**src/rtl/srfp_pkg.sv**
```systemverilog
package srfp_pkg;

	localparam logic [7:0] HDR_FIRST  = 8'hFF;
	localparam logic [7:0] HDR_SECOND = 8'hF5;

	localparam int unsigned IN_TDATA_W  = 8;
	localparam int unsigned OUT_TDATA_W = 40;

	typedef enum logic [2:0] {
		PH_HEAD1   = 3'd0,
		PH_HEAD2   = 3'd1,
		PH_ID      = 3'd2,
		PH_LEN     = 3'd3,
		PH_CONTENT = 3'd4,
		PH_CHECK   = 3'd5
	} phase_t;

	typedef struct packed {
		logic [7:0] frame_length;
		logic [7:0] frame_id;
		logic       frame_bad;
		logic       frame_good;
		logic [7:0] content_index;
		logic [7:0] content_byte;
		logic       content_valid;
	} result_t;

endpackage

```
**src/rtl/srfp_parse.sv**
```systemverilog
module srfp_parse (
	input  logic                   clk,
	input  logic                   arst_n,
	input  logic                   step,
	input  logic [7:0]             rx_byte,
	output srfp_pkg::result_t      result
);

	srfp_pkg::phase_t phase_q, phase_d;
	logic [7:0] id_q, id_d;
	logic [7:0] len_q, len_d;
	logic [7:0] count_q, count_d;
	logic [7:0] sum_q, sum_d;
	logic [8:0] taken;
	logic [8:0] last_taken;

	assign taken      = {1'b0, count_q} + 9'd1;
	assign last_taken = {1'b0, len_q} - 9'd1;

	always_comb begin
		phase_d = phase_q;
		id_d    = id_q;
		len_d   = len_q;
		count_d = count_q;
		sum_d   = sum_q;
		unique case (phase_q)
			srfp_pkg::PH_HEAD1: begin
				phase_d = (rx_byte == srfp_pkg::HDR_FIRST) ? srfp_pkg::PH_HEAD2
					: srfp_pkg::PH_HEAD1;
			end
			srfp_pkg::PH_HEAD2: begin
				phase_d = (rx_byte == srfp_pkg::HDR_SECOND) ? srfp_pkg::PH_ID
					: srfp_pkg::PH_HEAD1;
			end
			srfp_pkg::PH_ID: begin
				id_d    = rx_byte;
				len_d   = 8'd0;
				sum_d   = rx_byte;
				phase_d = srfp_pkg::PH_LEN;
			end
			srfp_pkg::PH_LEN: begin
				len_d   = rx_byte;
				sum_d   = sum_q + rx_byte;
				count_d = 8'd0;
				phase_d = srfp_pkg::PH_CONTENT;
			end
			srfp_pkg::PH_CONTENT: begin
				sum_d   = sum_q + rx_byte;
				count_d = taken[7:0];
				if (len_q < 8'd2 || taken >= last_taken) begin
					phase_d = srfp_pkg::PH_CHECK;
				end
			end
			srfp_pkg::PH_CHECK: begin
				phase_d = srfp_pkg::PH_HEAD1;
			end
			default: begin
				phase_d = srfp_pkg::PH_HEAD1;
			end
		endcase
	end

	always_comb begin
		result               = '0;
		result.frame_id      = id_d;
		result.frame_length  = len_d;
		unique case (phase_q)
			srfp_pkg::PH_CONTENT: begin
				result.content_valid = 1'b1;
				result.content_byte  = rx_byte;
				result.content_index = count_q;
			end
			srfp_pkg::PH_CHECK: begin
				result.frame_good = (rx_byte == ~sum_q);
				result.frame_bad  = (rx_byte != ~sum_q);
			end
			default: begin
				result.content_valid = 1'b0;
			end
		endcase
	end

	always_ff @(posedge clk or negedge arst_n) begin
		if (!arst_n) begin
			phase_q <= srfp_pkg::PH_HEAD1;
			id_q    <= 8'd0;
			len_q   <= 8'd0;
			count_q <= 8'd0;
			sum_q   <= 8'd0;
		end else if (step) begin
			phase_q <= phase_d;
			id_q    <= id_d;
			len_q   <= len_d;
			count_q <= count_d;
			sum_q   <= sum_d;
		end
	end

endmodule

```
**src/rtl/servo_reply_frame_parser.sv**
```systemverilog
// Parser for servo bus reply frames, fed one received byte per word.
// The slave channel takes one byte per word in s_axis_tdata. The master
// channel returns exactly one result word for every byte taken, carrying
// content byte and index flags, good or bad checksum flags, and the id and
// length of the current frame.
// Each byte passes an input register and then the parse logic into an
// output register, which holds its result word until the word is taken.
// One byte per cycle is sustained while the receiver does not stall; the
// frame state registers close their update loop through the parse logic.
// Reset clears the valid flags of both registers and returns the parser to
// the hunt for the first header byte with id, length, count and sum at zero.
// When the receiver stalls, the output register holds its word, the input
// register fills, and s_axis_tready drops until the output word is taken;
// no word is lost or repeated.
module servo_reply_frame_parser (
	input  logic                                 clk,
	input  logic                                 arst_n,
	input  logic                                 s_axis_tvalid,
	output logic                                 s_axis_tready,
	// [7:0] rx_byte
	input  logic [srfp_pkg::IN_TDATA_W-1:0]      s_axis_tdata,
	output logic                                 m_axis_tvalid,
	input  logic                                 m_axis_tready,
	// [0] content_valid, [8:1] content_byte, [16:9] content_index,
	// [17] frame_good, [18] frame_bad, [26:19] frame_id,
	// [34:27] frame_length, [39:35] zero
	output logic [srfp_pkg::OUT_TDATA_W-1:0]     m_axis_tdata
);

	logic              valid_s1;
	logic [7:0]        byte_s1;
	logic              valid_s2;
	srfp_pkg::result_t result_s2;
	srfp_pkg::result_t result;
	logic              advance;

	assign advance       = valid_s1 && (!valid_s2 || m_axis_tready);
	assign s_axis_tready = !valid_s1 || advance;

	srfp_parse u_parse (
		.clk     (clk),
		.arst_n  (arst_n),
		.step    (advance),
		.rx_byte (byte_s1),
		.result  (result)
	);

	always_ff @(posedge clk or negedge arst_n) begin
		if (!arst_n) begin
			valid_s1 <= 1'b0;
			valid_s2 <= 1'b0;
		end else begin
			if (s_axis_tready) begin
				valid_s1 <= s_axis_tvalid;
			end
			if (advance) begin
				valid_s2 <= 1'b1;
			end else if (m_axis_tready) begin
				valid_s2 <= 1'b0;
			end
		end
	end

	always_ff @(posedge clk) begin
		if (s_axis_tready && s_axis_tvalid) begin
			byte_s1 <= s_axis_tdata[7:0];
		end
		if (advance) begin
			result_s2 <= result;
		end
	end

	assign m_axis_tvalid = valid_s2;
	assign m_axis_tdata  = {{(srfp_pkg::OUT_TDATA_W - $bits(srfp_pkg::result_t)){1'b0}},
		result_s2};

endmodule
```
**config.mk**
```make
export PLATFORM = sky130hd
export DESIGN_NAME = servo_reply_frame_parser
export DESIGN_NICKNAME = d
export VERILOG_FILES = /design/src/rtl/srfp_pkg.sv /design/src/rtl/srfp_parse.sv /design/src/rtl/servo_reply_frame_parser.sv
export SDC_FILE = /design/constraint.sdc
export NUM_CORES = 1
export LEC_CHECK = 0
export ABC_AREA = 1
export BUFFER_PORTS_ARGS = -buffer_cell sky130_fd_sc_hd__buf_2
export CORE_ASPECT_RATIO = 2
export CORE_MARGIN = 3
export CORE_UTILIZATION = 40
export CTS_BUF_LIST = sky130_fd_sc_hd__clkbuf_4 sky130_fd_sc_hd__clkbuf_8
export CTS_CLUSTER_DIAMETER = 120
export CTS_CLUSTER_SIZE = 20
export DETAILED_ROUTE_END_ITERATION = 16
export HOLD_SLACK_MARGIN = 0.02
export PLACE_DENSITY = 0.65
export SYNTH_ARGS = -nofsm -noshare
export SYNTH_HDL_FRONTEND = slang
export SYNTH_SLANG_ARGS = --single-unit
```
**constraint.sdc**
```tcl
create_clock -name clk -period 2.8 [get_ports clk]
set_input_delay 0.56 -clock clk [delete_from_list [all_inputs] [get_ports clk]]
set_output_delay 0.56 -clock clk [all_outputs]
set_load 0.01 [all_outputs]
```
Yosys cells after proc, flatten, opt, wreduce, memory -nomap -nowiden
Index checks and enable logic that the tools add are counted.
{"block": "op_classes", "addsub": 3, "order_cmp": 2, "n_eq_ne": 10, "mux": 11, "bitwise": 1, "reduce_logical": 15}
{"op": "$pmux W8 S2", "count": 3}
{"op": "$eq A8 B8 Y1 const B", "count": 2}
{"op": "$pmux W3 S5", "count": 1}
{"op": "$add A8 B1 Y9 const B", "count": 1}
{"op": "$ge A9 B9 Y1", "count": 1}
{"op": "$sub A8 B1 Y9 const B", "count": 1}
{"op": "$add A8 B8 Y8", "count": 1}
{"op": "$eq A8 B8 Y1", "count": 1}
{"op": "$lt A8 B2 Y1 const B", "count": 1}
{"op": "$mux W8", "count": 1}
{"op": "$ne A8 B8 Y1", "count": 1}
{"op": "$not A8 Y8", "count": 1}
{"op": "$eq A3 B2 Y1 const B", "count": 2}
{"op": "$eq A3 B3 Y1 const B", "count": 2}
{"op": "$reduce_and A2 Y1", "count": 3}
{"op": "$reduce_bool A2 Y1", "count": 3}
{"op": "$mux W1", "count": 4}
{"op": "$eq A3 B1 Y1 const B", "count": 1}
{"op": "$logic_not A3 Y1", "count": 1}
{"op": "$logic_or A1 B1 Y1", "count": 3}
{"op": "$mux W3", "count": 1}
{"op": "$logic_and A1 B1 Y1", "count": 2}
{"op": "$logic_not A1 Y1", "count": 2}
{"op": "$mux W2", "count": 1}
{"op": "other kinds (2)", "count": 2}
{"block": "totals", "regBits": 80, "in_bits": 12, "output_inout_bits": 42, "elab_cells": 57}

Logic depth before layout (Yosys ltp)
Gate-level depths: netlist of the first run.
{"block": "logic_depth", "depth_word": 5, "depth_mapped": 17, "mapped_depth_nobuf": 17}

Hierarchy
Synthesis of the first run repeated with hierarchy kept, for this count alone.
{"block": "unflattened", "hier_cells": 434, "hier_area_um2": 4098.9}
{"mod": "srfp_parse", "instances": 1, "cells_per_inst": 373, "area_each_um2": 2671.3, "seq_area_each_um2": 875.8}
{"mod": "servo_reply_frame_parser", "instances": 1, "cells_per_inst": 61, "area_each_um2": 1427.6, "seq_area_each_um2": 1341.3}

Worst setup path before layout of the first run
Ideal clock, no wire load.
{"block": "synth_path", "path_type": "input to register", "from": "input m_axis_tready", "to": "register result_s2 (netlist bit m_axis_tdata[0]), enable pin", "setup_ns": 0.413, "t_arrival_ns": 2.059, "t_required_ns": 2.387, "path_slack_ns": 0.328, "path_stages": 3, "path_buffers": 1, "path_cell_list": "inv_1 -> a21oi_4 -> clkbuf_1"}
{"block": "synth_via", "elab_chain_len": 2}
{"item": "start: declaration", "line_no": "servo_reply_frame_parser.sv:23", "rtl": "input logic m_axis_tready,"}
{"item": "$logic_or A1 B1 Y1", "line_no": "servo_reply_frame_parser.sv:37", "rtl": "assign advance = valid_s1 && (!valid_s2 || m_axis_tready);"}
{"item": "$logic_and A1 B1 Y1", "line_no": "servo_reply_frame_parser.sv:37"}
{"item": "net advance", "line_no": "servo_reply_frame_parser.sv:35", "rtl": "logic advance;"}
{"item": "end signal: assignment", "line_no": "servo_reply_frame_parser.sv:69", "rtl": "result_s2 <= result;"}
{"item": "end: declaration", "line_no": "servo_reply_frame_parser.sv:33", "rtl": "srfp_pkg::result_t result_s2;"}
The timed path passes the listed nets, and every way through them passes these cells.
A chain may end at the register's enable or synchronous reset.

Final worst setup path of the first run
{"block": "layout_path", "from": "register u_parse.len_q[0]", "to": "register u_parse.phase_q[2]"}
{"block": "layout_via", "elab_chain_len": 5, "word_cells_on_any_way": 6}
{"item": "start: declaration", "line_no": "srfp_parse.sv:11", "rtl": "logic [7:0] len_q, len_d;"}
{"item": "start signal: assignment", "line_no": "srfp_parse.sv:93", "rtl": "len_q <= len_d;"}
{"item": "$sub A8 B1 Y9", "line_no": "srfp_parse.sv:18", "rtl": "assign last_taken = {1'b0, len_q} - 9'd1;"}
{"item": "$ge A9 B9 Y1", "line_no": "srfp_parse.sv:50", "rtl": "if (len_q < 8'd2 || taken >= last_taken) begin"}
{"item": "$logic_or A1 B1 Y1 *", "line_no": "srfp_parse.sv:50"}
{"item": "$ne A2 B1 Y1 (no source line) *"}
{"item": "$reduce_and A2 Y1 (no source line) *"}
{"item": "end signal: assignment", "line_no": "srfp_parse.sv:85", "rtl": "phase_q <= srfp_pkg::PH_HEAD1;"}
{"item": "end signal: assignment", "line_no": "srfp_parse.sv:91", "rtl": "phase_q <= phase_d;"}
{"item": "end: declaration", "line_no": "srfp_parse.sv:9", "rtl": "srfp_pkg::phase_t phase_q, phase_d;"}
Mark *: on every way between the ends. The rest lies on a longest branch, timed or not.

==> impl_results.html, run 1 <==
<table>
<tr><th>Metric</th><th>Value</th></tr>
<tr><th colspan="2">Route</th></tr>
<tr><td>Post-detailed-route count of antenna-violating nets</td><td>0</td></tr>
<tr><td>Via count normalized by instance count</td><td>between 4 and 5</td></tr>
<tr><td>First-pass iteration count of the detailed router</td><td>4</td></tr>
<tr><td>DRC violation count after routing</td><td>0</td></tr>
<tr><td>Wirelength, routed</td><td>approximately 8700 microns</td></tr>
<tr><td>Number of vias in the routed layout</td><td>between 3000 and 4000</td></tr>
<tr><td>Starting DRT DRC Count</td><td>roughly 170</td></tr>
<tr><td>Average wire per standard cell</td><td>13.94 microns</td></tr>
<tr><th colspan="2">Layout</th></tr>
<tr><td>Area overhead of the layout relative to synthesis</td><td>14.19%</td></tr>
<tr><td>Final net count</td><td>521</td></tr>
<tr><td>Fraction of final layout cells sized beyond drive strength 1</td><td>between 10% and 20%</td></tr>
<tr><td>Final Instance Count excl. Fillers</td><td>~630</td></tr>
<tr><td>Post-route core utilization</td><td>a little under half</td></tr>
<tr><td>Summed area of non-filler cells in the final layout</td><td>approximately 0.0046 sq mm</td></tr>
<tr><td>Antenna fix cells</td><td>0</td></tr>
<tr><th colspan="2">GRT</th></tr>
<tr><td>Total gr overflow</td><td>0</td></tr>
<tr><td>Number of antenna violations at the first check in global routing</td><td>0</td></tr>
<tr><td>Largest net degree at the start of global routing</td><td>38</td></tr>
<tr><td>Gr usage total</td><td>between 10% and 20%</td></tr>
<tr><td>Vias in the first global route</td><td>slightly above 3000</td></tr>
<tr><td>Wire length of the first global-routing pass</td><td>roughly 14000 microns</td></tr>
<tr><th colspan="2">Clock network</th></tr>
<tr><td>Number of buffers inserted by hold repair at cts</td><td>0</td></tr>
<tr><td>Post-CTS setup repair buffer count</td><td>0</td></tr>
<tr><td>Later-pin clock latency in the skew report</td><td>about 350 ps</td></tr>
<tr><td>CTS HTree Levels</td><td>3</td></tr>
<tr><td>Clock sinks</td><td>80</td></tr>
<tr><td>Clock tree from TritonCTS</td><td>done</td></tr>
<tr><td>CTS clock-pin slew for the worst setup and hold paths</td><td>approximately 80 ps</td></tr>
<tr><td>Number of buffers added by the clock tree synthesis step</td><td>9</td></tr>
<tr><td>Number of buffers between clock root and the deepest sink</td><td>2</td></tr>
<tr><td>Clk Tree Root Cell</td><td>sky130_fd_sc_hd__clkbuf_8</td></tr>
<tr><td>Count of cells resized by post-cts repair</td><td>0</td></tr>
<tr><th colspan="2">Run</th></tr>
<tr><td>Max-capacitance violation count</td><td>0</td></tr>
<tr><th colspan="2">Synthesis</th></tr>
<tr><td>Dominant cells by area after synthesis</td><td>sky130_fd_sc_hd__edfxtp_1, sky130_fd_sc_hd__dfrtp_1, sky130_fd_sc_hd__nand2_1</td></tr>
<tr><td>Number of storage elements in the synthesis netlist</td><td>80</td></tr>
<tr><td>Yosys synthesis warning count</td><td>0</td></tr>
<tr><td>Post-synth top area cell</td><td>sky130_fd_sc_hd__edfxtp_1</td></tr>
<tr><td>Syn_area_per_cell</td><td>9.342 sq um</td></tr>
<tr><td>Share of Yosys cell area claimed by the top area cell type</td><td>approximately a third</td></tr>
<tr><td>Area of the mapped netlist</td><td>slightly above 0.004 sq mm</td></tr>
<tr><td>EDFF count, synth</td><td>43</td></tr>
<tr><td>Primary FF master, synth</td><td>sky130_fd_sc_hd__edfxtp_1</td></tr>
<tr><td>Post-Syn Instances</td><td>435</td></tr>
<tr><td>Fraction of synthesis flops using an asynchronous set or reset pin</td><td>around 46%</td></tr>
<tr><td>Sequential-to-total area share from yosys stat</td><td>between 50% and 60%</td></tr>
<tr><td>Post-synth cell types</td><td>36</td></tr>
<tr><th colspan="2">Floorplanning</th></tr>
<tr><td>IO Pins</td><td>54</td></tr>
<tr><td>Die outline height</td><td>approximately 150 microns</td></tr>
<tr><td>Total die area</td><td>about 0.011 sq mm</td></tr>
<tr><td>Effective utilization at floorplan</td><td>between 40 and 50%</td></tr>
<tr><td>Std cell rows</td><td>51</td></tr>
<tr><td>Die outline width</td><td>between 70 and 80 microns</td></tr>
<tr><td>Floorplan Core Area</td><td>around 0.01 sq mm</td></tr>
<tr><th colspan="2">Timing</th></tr>
<tr><td>Final cycle utilization of the critical path</td><td>about 83%</td></tr>
<tr><td>Setup repair after global routing missed its margin</td><td>no</td></tr>
<tr><td>Number of failing hold endpoints at the final stage</td><td>0</td></tr>
<tr><td>Worst relative slew slack</td><td>40.77%</td></tr>
<tr><td>Worst slew pin tran</td><td>about 900 ps</td></tr>
<tr><td>Crit path time final</td><td>approximately 2300 ps</td></tr>
<tr><td>Number of setup violations in the final report</td><td>0</td></tr>
<tr><td>Minimum hold slack</td><td>318.2 ps</td></tr>
<tr><td>Post-route clock skew</td><td>10.34 ps</td></tr>
<tr><td>Post-route setup slack</td><td>470.1 ps</td></tr>
<tr><td>Fmax</td><td>about 430 MHz</td></tr>
<tr><td>Fin Setup TNS</td><td>0 ps</td></tr>
<tr><td>Final number of max-transition violations</td><td>0</td></tr>
<tr><th colspan="2">Placed design</th></tr>
<tr><td>Number of cells in the design after placement</td><td>between 600 and 700</td></tr>
<tr><td>Weighted congestion reported at the end of routability-driven placement</td><td>~0.86</td></tr>
<tr><td>Placement-stage worst setup slack</td><td>approximately 520 ps</td></tr>
<tr><td>Post-DP HPWL</td><td>~6600 microns</td></tr>
<tr><td>Cell area after placement</td><td>between 0.004 and 0.005 sq mm</td></tr>
<tr><td>Port Buffer Count</td><td>48</td></tr>
<tr><th colspan="2">Status</th></tr>
<tr><td>Outcome</td><td>completed</td></tr>
<tr><th colspan="2">Setup path</th></tr>
<tr><td>Data arrival time of the critical path</td><td>2580 ps</td></tr>
<tr><td>R2r worst-path depth</td><td>15</td></tr>
<tr><td>Crit-path max FO</td><td>4</td></tr>
<tr><td>Worst path required time</td><td>around 3100 ps</td></tr>
<tr><td>Type of element launching the critical path</td><td>flip-flop</td></tr>
<tr><td>Crit. End Element</td><td>flip-flop</td></tr>
<tr><td>Critical setup path kind</td><td>flip-flop to flip-flop</td></tr>
<tr><th colspan="2">Power</th></tr>
<tr><td>Power Dens Cells</td><td>around 530 mW/mm^2</td></tr>
<tr><td>Maximum vdd ir drop</td><td>between 0.2 and 0.3 mV</td></tr>
<tr><td>Total design power</td><td>2.473 mW</td></tr>
<tr><td>Leakage power figure</td><td>around 2.3 nW</td></tr>
<tr><th colspan="2">Worst hold path</th></tr>
<tr><td>Path class of the lowest-slack min-delay path</td><td>input port to asynchronous set/reset pin</td></tr>
</table>
## state kept, by name (all words and copies together) (netlist names)
signal / count
m_axis_tvalid: 1
m_axis_tdata: 35
u_parse.len_q: 8
u_parse.sum_q: 8
byte_s1: 8
u_parse.id_q: 8
u_parse.count_q: 8
u_parse.phase_q: 3
valid_s1: 1
## cells in the mapped netlist (4+ instances only)
master                     instances
sky130_fd_sc_hd__o22ai_1          12
sky130_fd_sc_hd__o21ai_0          18
sky130_fd_sc_hd__edfxtp_1         43
sky130_fd_sc_hd__nand2_1         115
sky130_fd_sc_hd__dfrtp_1          37
sky130_fd_sc_hd__inv_1            59
sky130_fd_sc_hd__o21ai_2           8
sky130_fd_sc_hd__nand4_1           5
sky130_fd_sc_hd__nand3_1          21
sky130_fd_sc_hd__nand2_2           5
sky130_fd_sc_hd__ha_1             18
sky130_fd_sc_hd__xor2_1            8
sky130_fd_sc_hd__a21oi_1           6
sky130_fd_sc_hd__nor2_1           36
sky130_fd_sc_hd__o21ai_1           5
sky130_fd_sc_hd__inv_2             4
sky130_fd_sc_hd__buf_4             5
## path summary, 6_finish.rpt
| kind | start | end | slack, ps |
|---|---|---|---|
| worst min-delay path | arst_n | u_parse.id_q[4]$_DFFE_PN0P_ | 320 |
| worst max-delay path | u_parse.len_q[0]$_DFFE_PN0P_ | u_parse.phase_q[2]$_DFFE_PN0P_ | 470 |
| max in group asynchronous | arst_n | valid_s1$_DFFE_PN0N_ | 1910 |
| min in group clk | s_axis_tdata[7] | byte_s1[7]$_DFFE_PP_ | 380 |
| worst min register to register | u_parse.id_q[1]$_DFFE_PN0P_ | u_parse.id_q[1]$_DFFE_PN0P_ | 490 |
| worst max register to register | u_parse.len_q[0]$_DFFE_PN0P_ | u_parse.phase_q[2]$_DFFE_PN0P_ | 470 |
## cell usage in the layout, fill, tap and decap left out, drive strengths merged, types with 2 or more instances in the layout
| cell type | count |
|---|---|
| buf | 51 |
| nand3 | 22 |
| xor2 | 8 |
| clkbuf | 10 |
| a31oi | 3 |
| bufinv | 2 |
| nand4 | 5 |
| nor2 | 40 |
| dfrtp | 37 |
| nand2 | 122 |
| conb | 5 |
| o21ai | 31 |
| edfxtp | 43 |
| o22ai | 12 |
| ha | 18 |
| xnor2 | 2 |
| a21oi | 7 |
| nor3 | 2 |
| inv | 64 |
| clkinv | 3 |
## routing by layer
metal / share of wire (%) / vias up / global-route usage, %
li1: - / 1520 / -
met1: 36 / 1449 / 15.26
met2: 58 / 70 / 32.06
met3: 3.5 / 15 / 3.455
met4: 2.8 / 0 / 7.576
met5: 0 / - / 0
## worst max-delay path, stage by stage (launching register included)
cell                      delay (ps)
sky130_fd_sc_hd__dfrtp_1         410
sky130_fd_sc_hd__inv_1           150
sky130_fd_sc_hd__ha_1            260
sky130_fd_sc_hd__nand2_1          90
sky130_fd_sc_hd__xor2_1          130
sky130_fd_sc_hd__inv_1            60
sky130_fd_sc_hd__ha_1            290
sky130_fd_sc_hd__nand2_1          70
sky130_fd_sc_hd__nor2_1          190
sky130_fd_sc_hd__nand2_1          70
sky130_fd_sc_hd__nand3_1         110
sky130_fd_sc_hd__nand2_1          80
sky130_fd_sc_hd__nand2_2         110
sky130_fd_sc_hd__nand2_2          70
sky130_fd_sc_hd__nand2_1          80
sky130_fd_sc_hd__nand2_1          50
## kinds of logic (layout without fill, tap and decap cells)
| group | count (synthesis) | count (layout) | share of synthesized area (%) |
|---|---|---|---|
| simple gates | 193 | 193 | 20.41 |
| flops | 80 | 80 | 54.56 |
| buf+inv | 75 | 131 | 8.005 |
| compound gates | 57 | 57 | 8.744 |
| fa+ha+maj | 19 | 19 | 6.035 |
| xor+xnor | 10 | 10 | 2.155 |
| other cells | 1 | 5 | 0.09228 |
## layout make-up
type                    count  area [sq um]
repair buffers             51         262.8
clock inverters             6         85.08
multi-input cells         284          1536
fillers                   957          5186
flip-flops and latches     80          2217
clock buffers              10         131.4
inverters                  64         242.7
well taps                 132         165.2
## power breakdown
group	switching [mW]	internal (mW)	total (mW)	leakage, nW
registers	0.0296	1.31	1.34	0.878
clock network	0.415	0.509	0.924	0.107
logic	0.150	0.0630	0.212	1.26
total	0.594	1.88	2.47	2.25
Note: power is estimated with default switching activity, not from simulation.
==> run 2, diff against run 1 <==
--- a/config.mk
+++ b/config.mk
@@ -15,7 +15,7 @@
 export CTS_CLUSTER_SIZE = 20
 export DETAILED_ROUTE_END_ITERATION = 16
 export HOLD_SLACK_MARGIN = 0.02
-export PLACE_DENSITY = 0.65
+export PLACE_DENSITY = 0.67
 export SYNTH_ARGS = -nofsm -noshare
 export SYNTH_HDL_FRONTEND = slang
 export SYNTH_SLANG_ARGS = --single-unit
==> constraint.sdc (replaced) <==
create_clock -name clk -period 1.91 [get_ports clk]
set_input_delay 0.382 -clock clk [delete_from_list [all_inputs] [get_ports clk]]
set_output_delay 0.382 -clock clk [all_outputs]
set_load 0.01 [all_outputs]
==> run 2 against run 1 <==
Net effect: the flow now finishes with violations (setup timing); final cell count is 5.7% higher; clock power is 47% higher; largest power group unchanged; sequential share of layout area is 4.0 points lower; critical path depth is 1 higher.
==> impl_results.html, run 2 (same netlist as run 1, synthesis figures left out) <==
<table>
<tr><th>Metric</th><th>Value</th></tr>
<tr><th colspan="2">Status</th></tr>
<tr><td>Outcome</td><td>finished with violations</td></tr>
<tr><td>Violations in the final reports</td><td>setup timing</td></tr>
<tr><th colspan="2">Floorplanning</th></tr>
<tr><td>Effective utilization at floorplan</td><td>41.35% (unchanged)</td></tr>
<tr><td>Std cell rows</td><td>51 (unchanged)</td></tr>
<tr><td>Die outline height</td><td>148.5 microns (unchanged)</td></tr>
<tr><td>Die outline width</td><td>77.28 microns (unchanged)</td></tr>
<tr><td>IO Pins</td><td>54 (unchanged)</td></tr>
<tr><td>Floorplan Core Area</td><td>0.009827 sq mm (unchanged)</td></tr>
<tr><td>Total die area</td><td>0.01148 sq mm (unchanged)</td></tr>
<tr><th colspan="2">Timing</th></tr>
<tr><td>Crit path time final</td><td>2178 ps (-151.9 ps)</td></tr>
<tr><td>Setup repair after global routing missed its margin</td><td>yes</td></tr>
<tr><td>Number of failing hold endpoints at the final stage</td><td>0 (unchanged)</td></tr>
<tr><td>Final number of max-transition violations</td><td>0 (unchanged)</td></tr>
<tr><td>Post-route setup slack</td><td>-268.1 ps (-738.1 ps)</td></tr>
<tr><td>Number of setup violations in the final report</td><td>3 (+3)</td></tr>
<tr><td>Fmax</td><td>459.1 MHz (+7.0%)</td></tr>
<tr><td>Post-route clock skew</td><td>10.33 ps (-0.01370 ps)</td></tr>
<tr><td>Final cycle utilization of the critical path</td><td>114.0% (+31 points)</td></tr>
<tr><th colspan="2">Run</th></tr>
<tr><td>Max-capacitance violation count</td><td>0 (unchanged)</td></tr>
<tr><th colspan="2">Clock network</th></tr>
<tr><td>Number of buffers added by the clock tree synthesis step</td><td>9 (unchanged)</td></tr>
<tr><td>Number of buffers between clock root and the deepest sink</td><td>2 (unchanged)</td></tr>
<tr><td>Later-pin clock latency in the skew report</td><td>350 ps (about the same)</td></tr>
<tr><td>CTS clock-pin slew for the worst setup and hold paths</td><td>80 ps (about the same)</td></tr>
<tr><td>Clock tree from TritonCTS</td><td>done</td></tr>
<tr><td>Clk Tree Root Cell</td><td>sky130_fd_sc_hd__clkbuf_8</td></tr>
<tr><td>Clock sinks</td><td>80 (unchanged)</td></tr>
<tr><td>CTS HTree Levels</td><td>3 (unchanged)</td></tr>
<tr><th colspan="2">Layout</th></tr>
<tr><td>Leading cell types in the layout, fill and taps excluded</td><td>sky130_fd_sc_hd__nand2_1, sky130_fd_sc_hd__inv_1, sky130_fd_sc_hd__buf_2, sky130_fd_sc_hd__edfxtp_1, sky130_fd_sc_hd__dfrtp_1</td></tr>
<tr><td>Final Instance Count excl. Fillers</td><td>663 (+5.7%)</td></tr>
<tr><td>Post-route core utilization</td><td>51.59% (+4.4 points)</td></tr>
<tr><td>Sequential cell area in the final layout</td><td>0.002218 sq mm (about the same)</td></tr>
<tr><td>Area overhead of the layout relative to synthesis</td><td>24.75%</td></tr>
<tr><td>Fraction of final layout cells sized beyond drive strength 1</td><td>28.25% (+9.5 points)</td></tr>
<tr><td>Filler cell count in the final layout</td><td>933 (-2.5%)</td></tr>
<tr><td>Largest register FFs</td><td>35 (unchanged)</td></tr>
<tr><td>Multi-input gate area</td><td>0.001673 sq mm (+8.9%)</td></tr>
<tr><td>Final net count</td><td>557 (+6.9%)</td></tr>
<tr><td>Antenna fix cells</td><td>0 (unchanged)</td></tr>
<tr><td>Commonest non-fill, non-tap cell in the layout</td><td>sky130_fd_sc_hd__nand2_1</td></tr>
<tr><th colspan="2">Worst hold path</th></tr>
<tr><td>Path class of the lowest-slack min-delay path</td><td>input port to flip-flop</td></tr>
<tr><th colspan="2">GRT</th></tr>
<tr><td>Vias in the first global route</td><td>3248 (+6.9%)</td></tr>
<tr><td>Largest net degree at the start of global routing</td><td>26 (-32%)</td></tr>
<tr><td>Gr usage total</td><td>16.65% (+0.45 points)</td></tr>
<tr><td>Number of antenna violations at the first check in global routing</td><td>0 (unchanged)</td></tr>
<tr><td>Total gr overflow</td><td>0 (unchanged)</td></tr>
<tr><td>Wire length of the first global-routing pass</td><td>14820 microns (+3.2%)</td></tr>
<tr><th colspan="2">Setup path</th></tr>
<tr><td>Buffers plus inverters on the worst setup path</td><td>1 (-1)</td></tr>
<tr><td>Crit-path max FO</td><td>4 (unchanged)</td></tr>
<tr><td>Critical setup path kind</td><td>flip-flop to flip-flop</td></tr>
<tr><td>Worst path cell trace</td><td>ha_4 &gt; nand3_4 &gt; nor2_4 &gt; nand3_1 &gt; nand2_2 &gt; inv_2 &gt; ha_4 &gt; nand2_1 &gt; nor2_4 &gt; nand3_2 &gt; nand3_2 &gt; nor2_2 &gt; nand2_2 &gt; nand2_2 &gt; nand2_1 &gt; nand2_1</td></tr>
<tr><td>Type of element launching the critical path</td><td>flip-flop</td></tr>
<tr><td>Slowest cell on the critical path</td><td>sky130_fd_sc_hd__dfrtp_1</td></tr>
<tr><td>Kind of cell adding the most delay to the critical path</td><td>simple AND/OR/NAND/NOR gates</td></tr>
<tr><td>Worst path required time</td><td>2150 ps (-900 ps)</td></tr>
<tr><td>Data arrival time of the critical path</td><td>2420 ps (-160 ps)</td></tr>
<tr><td>Slack of the worst reg-to-reg path</td><td>-270 ps (-740 ps)</td></tr>
<tr><td>Worst path max stage delay</td><td>430 ps (+20 ps)</td></tr>
<tr><td>Crit. End Element</td><td>flip-flop</td></tr>
<tr><th colspan="2">Power</th></tr>
<tr><td>Maximum vdd ir drop</td><td>0.5038 mV (+83%)</td></tr>
<tr><td>Power Dens Cells</td><td>721.0 mW/mm^2 (+35%)</td></tr>
<tr><td>Leakage power figure</td><td>2.434 nW (+8.2%)</td></tr>
<tr><th colspan="2">Route</th></tr>
<tr><td>Starting DRT DRC Count</td><td>192 (+12%)</td></tr>
<tr><td>Average wire per standard cell</td><td>14.12 microns (+1.3%)</td></tr>
<tr><td>First-pass iteration count of the detailed router</td><td>4 (unchanged)</td></tr>
<tr><td>Post-detailed-route count of antenna-violating nets</td><td>0 (unchanged)</td></tr>
<tr><td>Via count normalized by instance count</td><td>4.897 (+0.55%)</td></tr>
<tr><td>DRC violation count after routing</td><td>0 (unchanged)</td></tr>
<tr><td>Number of vias in the routed layout</td><td>3247 (+6.3%)</td></tr>
<tr><td>Wirelength, routed</td><td>9363 microns (+7.2%)</td></tr>
<tr><th colspan="2">Placed design</th></tr>
<tr><td>Post-DP HPWL</td><td>7016 microns (+6.3%)</td></tr>
<tr><td>Port Buffer Count</td><td>48 (unchanged)</td></tr>
<tr><td>Weighted congestion reported at the end of routability-driven placement</td><td>0.8701 (+0.93%)</td></tr>
<tr><td>Number of cells in the design after placement</td><td>636 (+4.1%)</td></tr>
</table>
## run 2: stage by stage
stage	hold WS [ps]	setup slack (ps)	TNS (ps)	cell area, sq um	power, mW
after floorplan	86.41	-57.48	-166.0	4090	2.174
after global placement	342.3	-197.7	-580.1	4634	2.329
after detailed placement	349.0	-274.1	-805.3	4634	2.339
after CTS	189.6	-185.3	-655.7	4975	3.693
after global routing	189.0	-418.5	-1216	5070	3.791
final	204.3	-268.1	-780.4	5070	3.655
## run 2: area by class of cell
type / count / share of cell area, %
repair buffers: 87 / 10.96
inverters: 64 / 4.788
clock buffers: 12 / 2.887
flip-flops and latches: 80 / 43.76
well taps: 132 / 3.258
clock inverters: 4 / 1.357
multi-input cells: 284 / 33.00
## run 2: path summary, 6_finish.rpt
path / startpoint / to / depth (start not counted)
worst max-delay path: u_parse.count_q[1]$_DFFE_PN0P_ / u_parse.phase_q[1]$_DFFE_PN0P_ / 16
worst min-delay path: s_axis_tdata[1] / byte_s1[1]$_DFFE_PP_ / 1
worst max register to register: u_parse.count_q[1]$_DFFE_PN0P_ / u_parse.phase_q[1]$_DFFE_PN0P_ / 16
worst min register to register: u_parse.id_q[7]$_DFFE_PN0P_ / u_parse.id_q[7]$_DFFE_PN0P_ / 2
max in group asynchronous: arst_n / u_parse.count_q[0]$_DFFE_PN0P_ / 3
min in group asynchronous: arst_n / u_parse.id_q[2]$_DFFE_PN0P_ / 2
## run 2: worst reg2reg max path, cell delays in order, from the launching register on
cell and delay (ps):
sky130_fd_sc_hd__dfrtp_1 430, sky130_fd_sc_hd__ha_4 170, sky130_fd_sc_hd__nand3_4 90, sky130_fd_sc_hd__nor2_4 110
sky130_fd_sc_hd__nand3_1 120, sky130_fd_sc_hd__nand2_2 130, sky130_fd_sc_hd__inv_2 50, sky130_fd_sc_hd__ha_4 260
sky130_fd_sc_hd__nand2_1 80, sky130_fd_sc_hd__nor2_4 120, sky130_fd_sc_hd__nand3_2 90, sky130_fd_sc_hd__nand3_2 80
sky130_fd_sc_hd__nor2_2 40, sky130_fd_sc_hd__nand2_2 100, sky130_fd_sc_hd__nand2_2 70, sky130_fd_sc_hd__nand2_1 70
sky130_fd_sc_hd__nand2_1 50
## run 2: repair_timing
item	in CTS	in global routing
pin swaps	9	2
gates resized for setup	10	18
setup endpoints to repair	3	4
hold endpoints to repair	15	0
hold buffers	1	0
setup buffers	10	3
## run 2: report_power, final
part	switching (mW)	leakage, nW	internal (mW)	total [mW]
Clock	0.582	0.112	0.775	1.36
Sequential	0.0322	0.876	1.91	1.95
Combinational	0.236	1.45	0.116	0.352
Total	0.850	2.43	2.81	3.66
## run 2: metal layers
metal  wire (microns)  vias up  track usage, %
li1                 -     1593               -
met4              405        0           10.61
met1             3182     1547           15.03
met3              301       31           2.909
met2             5473       76           32.76
met5                0        -               0
==> run 3, diff against run 2 <==
--- a/config.mk
+++ b/config.mk
@@ -7,15 +7,18 @@
 export LEC_CHECK = 0
 export ABC_AREA = 1
 export BUFFER_PORTS_ARGS = -buffer_cell sky130_fd_sc_hd__buf_2
+export CELL_PAD_IN_SITES_DETAIL_PLACEMENT = 1
+export CELL_PAD_IN_SITES_GLOBAL_PLACEMENT = 2
 export CORE_ASPECT_RATIO = 2
 export CORE_MARGIN = 3
-export CORE_UTILIZATION = 40
+export CORE_UTILIZATION = 34
 export CTS_BUF_LIST = sky130_fd_sc_hd__clkbuf_4 sky130_fd_sc_hd__clkbuf_8
 export CTS_CLUSTER_DIAMETER = 120
 export CTS_CLUSTER_SIZE = 20
 export DETAILED_ROUTE_END_ITERATION = 16
 export HOLD_SLACK_MARGIN = 0.02
-export PLACE_DENSITY = 0.67
+export PLACE_DENSITY = 0.85
+export SETUP_SLACK_MARGIN = 0.15
 export SYNTH_ARGS = -nofsm -noshare
 export SYNTH_HDL_FRONTEND = slang
 export SYNTH_SLANG_ARGS = --single-unit
==> run 3 against run 2 <==
Net effect: the flow still finishes with violations (setup timing); total power is 2.6% lower; final cell count up 2.6%; global-route usage increased by 1.9 points; setup slack gained 54 ps; hold slack worse by 17 ps; critical path depth decreased by 2; routed wire length rose by 28%; count of clock-buffer cells in the layout fell by 3; core utilization is 5.6 points lower; first-iteration DRC count decreased by 25%; critical path type unchanged; largest cell class unchanged; largest power group unchanged.
==> impl_results.html, run 3 (same netlist as run 1, synthesis figures left out) <==
<table>
<tr><th>Metric</th><th>Value</th></tr>
<tr><th colspan="2">Route</th></tr>
<tr><td>Wirelength, routed</td><td>11980 microns (+28%)</td></tr>
<tr><td>Average wire per standard cell</td><td>17.62 microns (+25%)</td></tr>
<tr><td>Starting DRT DRC Count</td><td>144 (-25%)</td></tr>
<tr><td>Post-detailed-route count of antenna-violating nets</td><td>0 (unchanged)</td></tr>
<tr><td>First-pass iteration count of the detailed router</td><td>4 (unchanged)</td></tr>
<tr><td>DRC violation count after routing</td><td>0 (unchanged)</td></tr>
<tr><td>Number of vias in the routed layout</td><td>3413 (+5.1%)</td></tr>
<tr><td>Via count normalized by instance count</td><td>5.019 (+2.5%)</td></tr>
<tr><th colspan="2">Floorplanning</th></tr>
<tr><td>Std cell rows</td><td>55 (+7.8%)</td></tr>
<tr><td>Die outline width</td><td>83.31 microns (+7.8%)</td></tr>
<tr><td>Die outline height</td><td>160.6 microns (+8.1%)</td></tr>
<tr><td>Effective utilization at floorplan</td><td>35.36% (-6.0 points)</td></tr>
<tr><td>IO Pins</td><td>54 (unchanged)</td></tr>
<tr><td>Total die area</td><td>0.01338 sq mm (+17%)</td></tr>
<tr><td>Floorplan Core Area</td><td>0.01149 sq mm (+17%)</td></tr>
<tr><th colspan="2">Clock network</th></tr>
<tr><td>Number of buffers added by the clock tree synthesis step</td><td>9 (unchanged)</td></tr>
<tr><td>Clock tree from TritonCTS</td><td>done</td></tr>
<tr><td>CTS HTree Levels</td><td>3 (unchanged)</td></tr>
<tr><td>CTS clock-pin slew for the worst setup and hold paths</td><td>90 ps (about the same)</td></tr>
<tr><td>Clock sinks</td><td>80 (unchanged)</td></tr>
<tr><td>Later-pin clock latency in the skew report</td><td>370 ps (+20 ps)</td></tr>
<tr><td>Clk Tree Root Cell</td><td>sky130_fd_sc_hd__clkbuf_8</td></tr>
<tr><td>Number of buffers between clock root and the deepest sink</td><td>2 (unchanged)</td></tr>
<tr><th colspan="2">Placed design</th></tr>
<tr><td>Weighted congestion reported at the end of routability-driven placement</td><td>0.8357 (-4.0%)</td></tr>
<tr><td>Cell area after placement</td><td>0.004722 sq mm (+1.9%)</td></tr>
<tr><td>Post-DP HPWL</td><td>8964 microns (+28%)</td></tr>
<tr><td>Port Buffer Count</td><td>48 (unchanged)</td></tr>
<tr><td>Placement-stage worst setup slack</td><td>-423.8 ps (-149.7 ps)</td></tr>
<tr><th colspan="2">GRT</th></tr>
<tr><td>Number of antenna violations at the first check in global routing</td><td>0 (unchanged)</td></tr>
<tr><td>Wire length of the first global-routing pass</td><td>19290 microns (+30%)</td></tr>
<tr><td>GR Util met1</td><td>16.89% (+1.9 points)</td></tr>
<tr><td>Met2 usage in global routing</td><td>36.48% (+3.7 points)</td></tr>
<tr><td>Busiest metal layer after global routing</td><td>met2</td></tr>
<tr><td>Global-route track usage on met3</td><td>2.618% (-0.29 points)</td></tr>
<tr><td>Total gr overflow</td><td>0 (unchanged)</td></tr>
<tr><td>Vias in the first global route</td><td>3845 (+18%)</td></tr>
<tr><td>Gr usage total</td><td>18.55% (+1.9 points)</td></tr>
<tr><td>Largest net degree at the start of global routing</td><td>38 (+46%)</td></tr>
<tr><th colspan="2">Timing</th></tr>
<tr><td>Crit path time final</td><td>2124 ps (-53.60 ps)</td></tr>
<tr><td>Fmax</td><td>470.7 MHz (+2.5%)</td></tr>
<tr><td>Number of failing hold endpoints at the final stage</td><td>0 (unchanged)</td></tr>
<tr><td>Fin Setup TNS</td><td>-628.6 ps (+151.9 ps)</td></tr>
<tr><td>Post-route clock skew</td><td>14.64 ps (+4.310 ps)</td></tr>
<tr><td>Post-route setup slack</td><td>-214.5 ps (+53.60 ps)</td></tr>
<tr><td>Number of setup violations in the final report</td><td>3 (unchanged)</td></tr>
<tr><td>Setup repair after global routing missed its margin</td><td>yes</td></tr>
<tr><td>Final number of max-transition violations</td><td>0 (unchanged)</td></tr>
<tr><td>Final cycle utilization of the critical path</td><td>111.2% (-2.8 points)</td></tr>
<tr><td>Minimum hold slack</td><td>187.2 ps (-17.12 ps)</td></tr>
<tr><th colspan="2">Layout</th></tr>
<tr><td>Summed area of non-filler cells in the final layout</td><td>0.005289 sq mm (+4.3%)</td></tr>
<tr><td>Post-route core utilization</td><td>46.02% (-5.6 points)</td></tr>
<tr><td>Filler cell count in the final layout</td><td>1338 (+43%)</td></tr>
<tr><td>Commonest non-fill, non-tap cell in the layout</td><td>sky130_fd_sc_hd__nand2_1</td></tr>
<tr><td>Leading cell types in the layout, fill and taps excluded</td><td>sky130_fd_sc_hd__nand2_1, sky130_fd_sc_hd__inv_1, sky130_fd_sc_hd__buf_2, sky130_fd_sc_hd__edfxtp_1, sky130_fd_sc_hd__buf_4</td></tr>
<tr><td>Largest register FFs</td><td>35 (unchanged)</td></tr>
<tr><td>Fraction of final layout cells sized beyond drive strength 1</td><td>35.32% (+7.1 points)</td></tr>
<tr><td>Final net count</td><td>564 (+1.3%)</td></tr>
<tr><td>Antenna fix cells</td><td>0 (unchanged)</td></tr>
<tr><td>Area overhead of the layout relative to synthesis</td><td>30.14%</td></tr>
<tr><th colspan="2">Status</th></tr>
<tr><td>Outcome</td><td>finished with violations</td></tr>
<tr><td>Violations in the final reports</td><td>setup timing</td></tr>
<tr><th colspan="2">Power</th></tr>
<tr><td>Sw Share</td><td>28.46% (+5.2 points)</td></tr>
<tr><td>Part of the power in combinational logic</td><td>11.3% (+1.7 points)</td></tr>
<tr><td>P_sw</td><td>1.014 mW (+19%)</td></tr>
<tr><td>Power Dens Cells</td><td>673.4 mW/mm^2 (-6.6%)</td></tr>
<tr><td>Internal cell power</td><td>2.548 mW (-9.2%)</td></tr>
<tr><td>Share of power burned in the clock network</td><td>33.8% (-3.3 points)</td></tr>
<tr><td>Maximum vdd ir drop</td><td>0.4405 mV (-13%)</td></tr>
<tr><td>Proportion of power drawn by flip-flops and latches</td><td>54.8% (+1.5 points)</td></tr>
<tr><td>Leakage power figure</td><td>2.449 nW (+0.63%)</td></tr>
<tr><th colspan="2">Setup path</th></tr>
<tr><td>Crit-path max FO</td><td>4 (unchanged)</td></tr>
<tr><td>Worst path cell trace</td><td>nand3_2 &gt; nor2_4 &gt; nand4_1 &gt; xor2_1 &gt; ha_1 &gt; nand2_2 &gt; nor2_4 &gt; nand3_2 &gt; nand3_2 &gt; nor2_2 &gt; nand2_2 &gt; nand2_4 &gt; nand2_2 &gt; nand2_1</td></tr>
<tr><td>Critical setup path kind</td><td>flip-flop to flip-flop</td></tr>
<tr><td>Data arrival time of the critical path</td><td>2390 ps (-30 ps)</td></tr>
<tr><td>Slowest cell on the critical path</td><td>sky130_fd_sc_hd__dfrtp_2</td></tr>
<tr><td>Type of element launching the critical path</td><td>flip-flop</td></tr>
<tr><td>Worst path required time</td><td>2170 ps (+20 ps)</td></tr>
<tr><td>Worst path max stage delay</td><td>420 ps (about the same)</td></tr>
<tr><td>Crit. End Element</td><td>flip-flop</td></tr>
<tr><th colspan="2">Worst hold path</th></tr>
<tr><td>Path class of the lowest-slack min-delay path</td><td>input port to flip-flop</td></tr>
<tr><th colspan="2">Run</th></tr>
<tr><td>Max-capacitance violation count</td><td>0 (unchanged)</td></tr>
</table>
-- run 3: area by class of cell --
class / count / area (sq um) / area share [%]
flip-flops and latches: 80 / 2220 / 41.97
multi-input cells: 285 / 1867 / 35.30
repair buffers: 93 / 593.1 / 11.21
inverters: 64 / 245.2 / 4.637
well taps: 142 / 177.7 / 3.359
clock buffers: 9 / 123.9 / 2.342
clock inverters: 7 / 62.56 / 1.183
-- run 3: stage by stage --
step / std cells / power, mW
2_1_floorplan: 439 / 2.174
3_3_place_gp: 656 / 2.358
5_1_grt: 680 / 3.723
6_report: 680 / 3.562
4_1_cts: 675 / 3.580
3_5_place_dp: 656 / 2.374
-- run 3: timing repair --
item / in CTS / in global routing
pin swaps: 21 / 20
buffers inserted: 2 / 4
gates cloned: 0 / 1
endpoints found under the setup margin: 4 / 19
endpoints found under the hold margin: 37 / 0
gates resized for setup: 28 / 42
hold buffers: 1 / 0
-- run 3: metal layers --
layer | vias to the layer above | wire length [microns]
met4 | 0 | 627
met2 | 73 | 7057
met5 | - | 0
met1 | 1689 | 3977
li1 | 1607 | -
met3 | 44 | 317
-- run 3: path summary, 6_finish.rpt --
path                                                     start                             end  slack (ps)  cells after the start
worst min-delay path                           s_axis_tdata[0]            byte_s1[0]$_DFFE_PP_         190                      1
min in group asynchronous                               arst_n  u_parse.count_q[4]$_DFFE_PN0P_         500                      3
max in group asynchronous                               arst_n    u_parse.len_q[5]$_DFFE_PN0P_        1180                      3
worst max-delay path            u_parse.count_q[1]$_DFFE_PN0P_  u_parse.phase_q[2]$_DFFE_PN0P_        -210                     14
worst max register to register  u_parse.count_q[1]$_DFFE_PN0P_  u_parse.phase_q[2]$_DFFE_PN0P_        -210                     14
worst min register to register    u_parse.sum_q[5]$_DFFE_PN0P_    u_parse.sum_q[5]$_DFFE_PN0P_         500                      2
-- run 3: power by group through the flow --
stage	clock [mW]	sequential [mW]	combinational, mW
finish	1.21	1.95	0.403
global route	1.32	1.96	0.443
CTS	1.24	1.95	0.390
detailed placement	0	1.99	0.384
global placement	0	1.99	0.372
floorplan	0	2.02	0.156
-- run 3: worst max-delay path, delay by kind of cell (launching register included) --
family | cells | cell delay, ps
simple gates | 12 | 1100
flops | 1 | 420
fa+ha+maj | 1 | 300
xor+xnor | 1 | 190
